--- src/design/gdb_pkg.sv ---
// Types, widths and the month table for the Gregorian days-between unit.
// Depends on nothing.
package gdb_pkg;

  localparam int unsigned YEAR_W    = 14;
  localparam int unsigned MONTH_W   = 4;
  localparam int unsigned DAY_W     = 5;
  localparam int unsigned DAYS_W    = 22;
  // Day numbers run from -365 up to about 5.98 million.
  localparam int unsigned DAY_NUM_W = 24;
  localparam int unsigned MDAYS_W   = 9;
  localparam int unsigned Q100_W    = 8;
  localparam int unsigned DIFF_W    = DAY_NUM_W + 1;

  // Register stages inside one day-number pipeline; the valid bits and swap
  // flags that run beside it use the same depth.
  localparam int unsigned DN_STAGES = 3;

  // x / 100 == (x * 5243) >> 19 holds exactly for every x below 43699.
  localparam int unsigned RECIP_100   = 5243;
  localparam int unsigned RECIP_SHIFT = 19;
  localparam int unsigned RECIP_W     = 27;
  localparam int unsigned DAYS_PER_YR = 365;
  localparam int unsigned HUNDRED     = 100;

  localparam logic [DAYS_W-1:0] DAYS_MAX = {DAYS_W{1'b1}};
  localparam logic signed [DAY_NUM_W-1:0] YEAR0_BASE = -24'sd365;
  localparam logic [MONTH_W-1:0] MONTH_MAR = 4'd3;

  typedef struct packed {
    logic [YEAR_W-1:0]  year;
    logic [MONTH_W-1:0] month;
    logic [DAY_W-1:0]   day;
  } date_t;

  // Days of all months before the given one in a common year. Month zero and
  // one add nothing; months above twelve add the whole year.
  function automatic logic [MDAYS_W-1:0] cum_days(input logic [MONTH_W-1:0] month);
    logic [MDAYS_W-1:0] res;
    case (month)
      4'd0:    res = 9'd0;
      4'd1:    res = 9'd0;
      4'd2:    res = 9'd31;
      4'd3:    res = 9'd59;
      4'd4:    res = 9'd90;
      4'd5:    res = 9'd120;
      4'd6:    res = 9'd151;
      4'd7:    res = 9'd181;
      4'd8:    res = 9'd212;
      4'd9:    res = 9'd243;
      4'd10:   res = 9'd273;
      4'd11:   res = 9'd304;
      4'd12:   res = 9'd334;
      default: res = 9'd365;
    endcase
    return res;
  endfunction

endpackage

--- src/design/gdb_day_number.sv ---
// Three-stage pipeline that turns one date into its proleptic day number.
// Depends on gdb_pkg.
module gdb_day_number (
  input  logic                                  clk_i,
  input  logic                                  en_i,
  input  gdb_pkg::date_t                        date_i,
  output logic signed [gdb_pkg::DAY_NUM_W-1:0]  day_num_o
);

  // Stage A: year minus one, its multiple of 365 and the quotients by 100.
  logic [gdb_pkg::YEAR_W-1:0]    p_a;
  logic [gdb_pkg::RECIP_W-1:0]   prod_p_a, prod_y_a;
  logic [gdb_pkg::DAY_NUM_W-2:0] a365_d, a365_q;
  logic [gdb_pkg::YEAR_W-3:0]    p4_d, p4_q;
  logic [gdb_pkg::Q100_W-1:0]    q100p_d, q100p_q, q100y_d, q100y_q;
  logic [gdb_pkg::YEAR_W-1:0]    year_a_q;
  logic                          yz_d, yz_q;
  logic [gdb_pkg::MONTH_W-1:0]   month_a_q;
  logic [gdb_pkg::DAY_W-1:0]     day_a_q;

  always_comb begin
    p_a      = date_i.year - gdb_pkg::YEAR_W'(1);
    yz_d     = (date_i.year == '0);
    a365_d   = (gdb_pkg::DAY_NUM_W-1)'(p_a) * (gdb_pkg::DAY_NUM_W-1)'(gdb_pkg::DAYS_PER_YR);
    p4_d     = p_a[gdb_pkg::YEAR_W-1:2];
    prod_p_a = gdb_pkg::RECIP_W'(p_a) * gdb_pkg::RECIP_W'(gdb_pkg::RECIP_100);
    prod_y_a = gdb_pkg::RECIP_W'(date_i.year) * gdb_pkg::RECIP_W'(gdb_pkg::RECIP_100);
    q100p_d  = gdb_pkg::Q100_W'(prod_p_a >> gdb_pkg::RECIP_SHIFT);
    q100y_d  = gdb_pkg::Q100_W'(prod_y_a >> gdb_pkg::RECIP_SHIFT);
  end

  always_ff @(posedge clk_i) begin
    if (en_i) begin
      a365_q    <= a365_d;
      p4_q      <= p4_d;
      q100p_q   <= q100p_d;
      q100y_q   <= q100y_d;
      year_a_q  <= date_i.year;
      yz_q      <= yz_d;
      month_a_q <= date_i.month;
      day_a_q   <= date_i.day;
    end
  end

  // Stage B: leap year test, year part and month part.
  logic                                 hund_b, leap_b;
  logic [gdb_pkg::MDAYS_W-1:0]          mdays_d, mdays_q;
  logic [gdb_pkg::DAY_NUM_W-1:0]        year_sum_b;
  logic signed [gdb_pkg::DAY_NUM_W-1:0] ypart_d, ypart_q;
  logic [gdb_pkg::DAY_W-1:0]            day_b_q;

  always_comb begin
    hund_b = ((gdb_pkg::YEAR_W+1)'(q100y_q) * (gdb_pkg::YEAR_W+1)'(gdb_pkg::HUNDRED))
             == (gdb_pkg::YEAR_W+1)'(year_a_q);
    leap_b = ((year_a_q[1:0] == 2'd0) && !hund_b) || (hund_b && (q100y_q[1:0] == 2'd0));
    mdays_d = gdb_pkg::cum_days(month_a_q);
    if (leap_b && (month_a_q >= gdb_pkg::MONTH_MAR)) begin
      mdays_d = mdays_d + gdb_pkg::MDAYS_W'(1);
    end
    year_sum_b = gdb_pkg::DAY_NUM_W'(a365_q) + gdb_pkg::DAY_NUM_W'(p4_q)
                 - gdb_pkg::DAY_NUM_W'(q100p_q) + gdb_pkg::DAY_NUM_W'(q100p_q >> 2);
    ypart_d = yz_q ? gdb_pkg::YEAR0_BASE : $signed(year_sum_b);
  end

  always_ff @(posedge clk_i) begin
    if (en_i) begin
      ypart_q <= ypart_d;
      mdays_q <= mdays_d;
      day_b_q <= day_a_q;
    end
  end

  // Stage C: final sum.
  logic signed [gdb_pkg::DAY_NUM_W-1:0] dn_d, dn_q;

  always_comb begin
    dn_d = ypart_q + $signed(gdb_pkg::DAY_NUM_W'(mdays_q))
           + $signed(gdb_pkg::DAY_NUM_W'(day_b_q));
  end

  always_ff @(posedge clk_i) begin
    if (en_i) begin
      dn_q <= dn_d;
    end
  end

  assign day_num_o = dn_q;

endmodule

--- src/design/gregorian_days_between_unit.sv ---
// Top level of the Gregorian days-between unit: input skid, ordering stage,
// two day-number pipelines and the saturating difference. Depends on gdb_pkg.
//
// The unit takes a pair of proleptic Gregorian dates per request and returns
// the number of days from the earlier to the later one, with a flag that is
// set when the first date was the later one. Dates are ordered by year, then
// month, then day; days are not checked against the month length, so an
// ordered pair can give a negative count, which is reported as zero. Counts
// above the output range saturate at all ones. Year zero counts as a leap
// year whose day numbers start 365 days before year one. The unit accepts one
// request every clock cycle when the output side does not stall; each result
// passes one ordering stage, three stages in each day-number pipeline and one
// difference stage. A stall on the output while a result is held freezes
// every stage; one request that arrives in that cycle is held in a skid
// register, and stall_o, which is a register, rises the cycle after so that
// the input side never sees a combinational path from stall_i.
module gregorian_days_between_unit (
  input  logic                          clk_i,
  input  logic                          rst_ni,
  input  logic                          valid_i,
  output logic                          stall_o,
  input  logic [gdb_pkg::YEAR_W-1:0]    first_year_i,
  input  logic [gdb_pkg::MONTH_W-1:0]   first_month_i,
  input  logic [gdb_pkg::DAY_W-1:0]     first_day_i,
  input  logic [gdb_pkg::YEAR_W-1:0]    second_year_i,
  input  logic [gdb_pkg::MONTH_W-1:0]   second_month_i,
  input  logic [gdb_pkg::DAY_W-1:0]     second_day_i,
  output logic                          valid_o,
  input  logic                          stall_i,
  output logic [gdb_pkg::DAYS_W-1:0]    days_between_o,
  output logic                          swapped_o
);

  logic en;
  logic out_v_q;

  // The whole pipeline moves unless a finished result is being held.
  assign en = !(out_v_q && stall_i);

  // Input skid register.
  logic           acc_in;
  logic           skid_v_d, skid_v_q;
  gdb_pkg::date_t in_first, in_second;
  gdb_pkg::date_t skid_first_q, skid_second_q;
  gdb_pkg::date_t src_first, src_second;
  logic           src_v;

  always_comb begin
    in_first  = '{year: first_year_i, month: first_month_i, day: first_day_i};
    in_second = '{year: second_year_i, month: second_month_i, day: second_day_i};
    acc_in    = valid_i && !skid_v_q;
    src_v      = skid_v_q || acc_in;
    src_first  = skid_v_q ? skid_first_q : in_first;
    src_second = skid_v_q ? skid_second_q : in_second;
    // A request caught during a stall waits here until the pipeline moves.
    if (skid_v_q) begin
      skid_v_d = !en;
    end else begin
      skid_v_d = acc_in && !en;
    end
  end

  always_ff @(posedge clk_i or negedge rst_ni) begin
    if (!rst_ni) begin
      skid_v_q <= 1'b0;
    end else begin
      skid_v_q <= skid_v_d;
    end
  end

  always_ff @(posedge clk_i) begin
    if (acc_in && !en) begin
      skid_first_q  <= in_first;
      skid_second_q <= in_second;
    end
  end

  assign stall_o = skid_v_q;

  // Ordering stage. Comparing the packed dates as one number gives the
  // year-month-day order directly.
  logic           swap_d;
  gdb_pkg::date_t early_d, late_d, early_q, late_q;
  logic           s1_v_q, s1_swap_q;

  always_comb begin
    swap_d  = src_first > src_second;
    early_d = swap_d ? src_second : src_first;
    late_d  = swap_d ? src_first : src_second;
  end

  always_ff @(posedge clk_i or negedge rst_ni) begin
    if (!rst_ni) begin
      s1_v_q <= 1'b0;
    end else if (en) begin
      s1_v_q <= src_v;
    end
  end

  always_ff @(posedge clk_i) begin
    if (en) begin
      early_q   <= early_d;
      late_q    <= late_d;
      s1_swap_q <= swap_d;
    end
  end

  // Day numbers for both dates.
  logic signed [gdb_pkg::DAY_NUM_W-1:0] early_num, late_num;

  gdb_day_number u_early (
    .clk_i     (clk_i),
    .en_i      (en),
    .date_i    (early_q),
    .day_num_o (early_num)
  );

  gdb_day_number u_late (
    .clk_i     (clk_i),
    .en_i      (en),
    .date_i    (late_q),
    .day_num_o (late_num)
  );

  // Valid bits and swap flags that travel beside the day-number pipelines.
  logic [gdb_pkg::DN_STAGES-1:0] dn_v_q;
  logic [gdb_pkg::DN_STAGES-1:0] dn_swap_q;

  always_ff @(posedge clk_i or negedge rst_ni) begin
    if (!rst_ni) begin
      dn_v_q <= '0;
    end else if (en) begin
      dn_v_q <= {dn_v_q[gdb_pkg::DN_STAGES-2:0], s1_v_q};
    end
  end

  always_ff @(posedge clk_i) begin
    if (en) begin
      dn_swap_q <= {dn_swap_q[gdb_pkg::DN_STAGES-2:0], s1_swap_q};
    end
  end

  // Difference stage and output register.
  logic signed [gdb_pkg::DIFF_W-1:0] diff;
  logic [gdb_pkg::DAYS_W-1:0]        days_d, days_q;
  logic                              swap_out_q;

  always_comb begin
    diff = gdb_pkg::DIFF_W'(late_num) - gdb_pkg::DIFF_W'(early_num);
    if (diff < 0) begin
      days_d = '0;
    end else if (diff > $signed(gdb_pkg::DIFF_W'(gdb_pkg::DAYS_MAX))) begin
      days_d = gdb_pkg::DAYS_MAX;
    end else begin
      days_d = diff[gdb_pkg::DAYS_W-1:0];
    end
  end

  always_ff @(posedge clk_i or negedge rst_ni) begin
    if (!rst_ni) begin
      out_v_q <= 1'b0;
    end else if (en) begin
      out_v_q <= dn_v_q[gdb_pkg::DN_STAGES-1];
    end
  end

  always_ff @(posedge clk_i) begin
    if (en) begin
      days_q     <= days_d;
      swap_out_q <= dn_swap_q[gdb_pkg::DN_STAGES-1];
    end
  end

  assign valid_o        = out_v_q;
  assign days_between_o = days_q;
  assign swapped_o      = swap_out_q;

endmodule

--- config.mk ---
export PLATFORM = sky130hd
export DESIGN_NAME = gregorian_days_between_unit
export DESIGN_NICKNAME = d
export VERILOG_FILES = /design/src/design/gdb_pkg.sv /design/src/design/gdb_day_number.sv /design/src/design/gregorian_days_between_unit.sv
export SDC_FILE = /design/constraint.sdc
export NUM_CORES = 2
export LEC_CHECK = 0
export BUFFER_PORTS_ARGS = -buffer_cell sky130_fd_sc_hd__buf_2
export CORE_UTILIZATION = 57
export DETAILED_ROUTE_END_ITERATION = 10
export PLACE_DENSITY = 0.72
export SYNTH_ARGS = -nofsm -noshare
export SYNTH_HDL_FRONTEND = slang
export SYNTH_HIERARCHICAL = 1
export SYNTH_SLANG_ARGS = --single-unit
--- constraint.sdc ---
create_clock -name clk_i -period 26.6 [get_ports clk_i]
set_input_delay 5.32 -clock clk_i [delete_from_list [all_inputs] [get_ports clk_i]]
set_output_delay 5.32 -clock clk_i [all_outputs]
set_load 0.02 [all_outputs]
==> Flow_metrics.wiki <==
{| class="wikitable"
! Metric !! Value
|-
| Residual antenna-violating net count after detailed routing || 0
|-
| Critical register-to-register path endpoint || u_late/q100p_q[5]
|-
| Initial antenna violation count || 1
|-
| Family with the most delay on the worst path || simple AND/OR/NAND/NOR gates
|-
| Final setup fails || 0
|-
| Post-place instance area || 44500 um^2
|-
| Delay of the slowest cell on the worst path || 1.05 ns
|-
| Via count of the first global-routing pass || 29100
|-
| Std-Cell Core Area || 74600 um^2
|-
| Number of warnings printed during yosys synthesis || 6
|-
| Sequential fraction of the synthesis area || 28.6%
|-
| Critical-path cell list || buf_2 > mux2i_1 > inv_1 > ha_1 > nand3_1 > nor2_1 > nand2_1 > nor4_4 > buf_4 > o31ai_1 > a211oi_1
|-
| Post-synthesis cell type count || 87
|-
| Final critical path time including I/O delays and setup || 8.47 ns
|-
| Endpoint of the most critical setup path || late_q[10]
|-
| Fraction of final layout cells with drive strength greater than 1 || 5.36%
|-
| Hold bufs inserted after CTS || 0
|-
| Outcome || complete, no violations
|-
| Filler Cells Inserted || 6089
|-
| Proportion of synthesized flip-flops having asynchronous set or reset || 1.44%
|-
| Area of the die || 76600 um^2
|-
| Count of endpoints failing hold in the final timing report || 0
|-
| Clock tree skew after final layout || 0.0142 ns
|-
| Average via count per standard cell || 5.52
|-
| Actual slew at the worst max-slew pin || 1.14 ns
|-
| Top cells by area in the synthesized netlist || sky130_fd_sc_hd__edfxtp_1, sky130_fd_sc_hd__ha_1, sky130_fd_sc_hd__fa_1
|-
| Maximum net fanout on the critical path || 49
|-
| Width of the chip || 277 um
|-
| Worst hold margin || 0.418 ns
|-
| Worst-Skew Late Latency || 0.57 ns
|-
| Worst endpoint required time || 27.00 ns
|-
| Commonest register cell after synthesis || sky130_fd_sc_hd__edfxtp_1
|-
| Worst path bufs/invs || 3
|-
| Count of instances resized after the clock tree is built || 0
|-
| Worst hold path class || reg2reg
|-
| Number of flops mapped to enable cells by yosys || 393
|-
| Area of all placed cells without fillers || 45900 um^2
|-
| Maximum buffer depth of the clock tree || 3
|-
| Final nets || 5300
|-
| Final routed wire length divided by cell count || 16.7 um
|-
| Biggest area consumer among synthesized cells || sky130_fd_sc_hd__edfxtp_1
|-
| Total clock buffers created by CTS || 44
|-
| Count of vias placed by the detailed router || 28422
|-
| Max Slew Vio Count || 0
|-
| Worst reg2reg path startpoint || late_q[9]
|-
| Synth-to-Final Area Change || 6.69%
|-
| Final worst-path setup slack || 18.13 ns
|-
| TritonCTS clock tree || built
|-
| DRT Wirelength || 86.2 mm
|-
| Accumulated negative setup slack || 0 ns
|-
| Share of the synthesized area in the top cell type || 27.4%
|-
| Minimum setup slack among reg-to-reg paths || 18.53 ns
|-
| Cell area after synthesis || 43100 um^2
|-
| Post-CTS setup buffer count || 0
|-
| Crit. End Element || flip-flop
|-
| Final estimated routing congestion in global placement || 0.910
|-
| Antenna cell count || 0
|-
| Headroom to the max-slew limit || 23.3%
|-
| Worst slack at placement || 17.68 ns
|-
| Syn nets || 5222
|-
| Number of flip-flops and latches in the synthesized netlist || 417
|-
| Number of max-capacitance violations reported || 0
|-
| Post-CTS clock slew at the launch and capture registers of the worst setup and hold paths || 0.06 ns
|-
| Chip Height || 277 um
|-
| DR DRC count || 0
|-
| Nature of the critical path startpoint || input port
|-
| Final clock period utilization by the worst path || 31.9%
|-
| Global-route wire length before repair || 146 mm
|-
| IO Pins || 75
|-
| Launching instance or port of the critical path || first_year_i[12]
|-
| Number of clock sinks seen by CTS || 417
|-
| Mean area per synthesized cell || 10.6 um^2
|-
| Overflow left after global routing || 0
|-
| Pin count of the biggest net entering global routing || 77
|-
| HPWL after detailed placement || 69.4 mm
|-
| Std-Cell Rows || 100
|-
| Crit. path cell count || 11
|-
| CTS Root Cell || sky130_fd_sc_hd__clkbuf_16
|-
| Library cell with the highest instance count after synthesis || sky130_fd_sc_hd__inv_1
|-
| Worst EP arrival || 8.87 ns
|-
| Slowest cell on crit path || sky130_fd_sc_hd__nor4_4
|-
| Maximum clock rate || 118 MHz
|-
| Number of input and output port buffers inserted || 74
|-
| Crit Path Category || in2reg
|-
| Mapped Cells || 4070
|-
| Router iterations before antenna repair || 6
|-
| RSZ-0062 raised after global routing || false
|-
| Clock H-tree levels || 2
|-
| Commonest cells post-synth || sky130_fd_sc_hd__inv_1, sky130_fd_sc_hd__ha_1, sky130_fd_sc_hd__edfxtp_1, sky130_fd_sc_hd__fa_1, sky130_fd_sc_hd__xnor2_1
|-
| Cell depth of the worst flop-to-flop path || 24
|-
| Combined global-route utilization of all metal layers || 23.4%
|-
| Initial cell density of the core || 57.7%
|-
| Violation count after the first detailed-routing iteration || 1638
|}
[layer usage]
| metal | global-route usage (%) | share of wire [%] |
|---|---|---|
| met5 | 0 | 0.012 |
| met4 | 6.21 | 2.5 |
| met3 | 2.51 | 4.3 |
| met2 | 38.6 | 47 |
| met1 | 32.9 | 47 |
[kinds of logic (layout without fill, tap and decap cells)]
kind of cell,Yosys count,count (layout),share of synthesized area [%]
DFF,417,417,28.6
and+or+nand+nor,625,625,7.08
buffers and inverters,974,1087,8.65
adders and majority gates,1102,1102,38.5
AOI/OAI and AO/OA,597,597,9.47
muxes,115,115,2.77
xor gates and xnor gates,240,240,4.90
[worst min-delay path by stage]
stage,from,to,slack (ns),cells after the start
after global placement,dn_swap_q[2],swapped_o,0.40,0
after CTS,u_early/day_a_q[1],u_early/day_b_q[1],0.42,0
after floorplan,s1_swap_q,dn_swap_q[0],0.40,0
final,u_early/day_a_q[1],u_early/day_b_q[1],0.42,0
after global routing,u_early/day_a_q[2],u_early/day_b_q[2],0.43,0
after detailed placement,s1_swap_q,dn_swap_q[0],0.40,0
[flip-flops by register name (all words and copies together), names as in the netlist, 14 cells and up, named ones only]
name and flops:
days_between_o 22, early_q 23, late_q 23, skid_first_q 23, skid_second_q 23, u_early/a365_q 23, u_early/day_num_o 24, u_early/year_a_q 14
u_early/ypart_q 24, u_late/a365_q 23, u_late/day_num_o 24, u_late/year_a_q 14, u_late/ypart_q 24
[per-stage QoR]
step | utilization (%) | cells
6_report | 61.6 | 5152
5_1_grt | 61.6 | 5152
2_1_floorplan | - | 4070
3_3_place_gp | 59.7 | 5071
3_5_place_dp | 59.7 | 5071
4_1_cts | 61.6 | 5152
[layout by cell type, fill, tap and decap left out, types with 84 or more instances in the layout]
cell type	synthesis	final
sky130_fd_sc_hd__fa_1	373	373
sky130_fd_sc_hd__nand3_1	136	136
sky130_fd_sc_hd__mux2i_1	103	103
sky130_fd_sc_hd__inv_1	907	907
sky130_fd_sc_hd__nand2_1	152	151
sky130_fd_sc_hd__xnor2_1	155	155
sky130_fd_sc_hd__nor2_1	118	118
sky130_fd_sc_hd__a21oi_1	135	135
sky130_fd_sc_hd__edfxtp_1	393	393
sky130_fd_sc_hd__xor2_1	84	84
sky130_fd_sc_hd__ha_1	729	729
[worst reg2reg max path, cell delays in order (launching register included)]
cell and delay [ns]:
sky130_fd_sc_hd__edfxtp_1 0.59, sky130_fd_sc_hd__inv_1 0.57, sky130_fd_sc_hd__ha_1 0.32, sky130_fd_sc_hd__inv_1 0.07
sky130_fd_sc_hd__a21boi_0 0.41, sky130_fd_sc_hd__nand4_1 0.21, sky130_fd_sc_hd__xnor2_1 0.59, sky130_fd_sc_hd__inv_1 0.37
sky130_fd_sc_hd__ha_1 0.41, sky130_fd_sc_hd__inv_1 0.16, sky130_fd_sc_hd__fa_1 0.53, sky130_fd_sc_hd__fa_1 0.55
sky130_fd_sc_hd__inv_1 0.06, sky130_fd_sc_hd__fa_1 0.54, sky130_fd_sc_hd__inv_1 0.05, sky130_fd_sc_hd__fa_1 0.47
sky130_fd_sc_hd__inv_1 0.04, sky130_fd_sc_hd__ha_1 0.28, sky130_fd_sc_hd__and3_1 0.19, sky130_fd_sc_hd__o2111ai_1 0.14
sky130_fd_sc_hd__a31oi_1 0.44, sky130_fd_sc_hd__a31oi_1 0.30, sky130_fd_sc_hd__a21boi_0 0.32, sky130_fd_sc_hd__o21ai_0 0.13
sky130_fd_sc_hd__o311a_1 0.12
[final cells by class]
class	count	area (um^2)	share of cell area [%]
Inverter	907	3400	7.41
Timing Repair Buffer	99	558	1.21
Multi-Input combinational cell	2679	27000	58.9
Sequential cell	417	12300	26.8
Clock buffer	54	1170	2.55
Clock inverter	27	228	0.496
Tap cell	969	1210	2.64
Power is not shown: default switching activity piles up to over one toggle a cycle in this logic, so the estimate is an artifact.
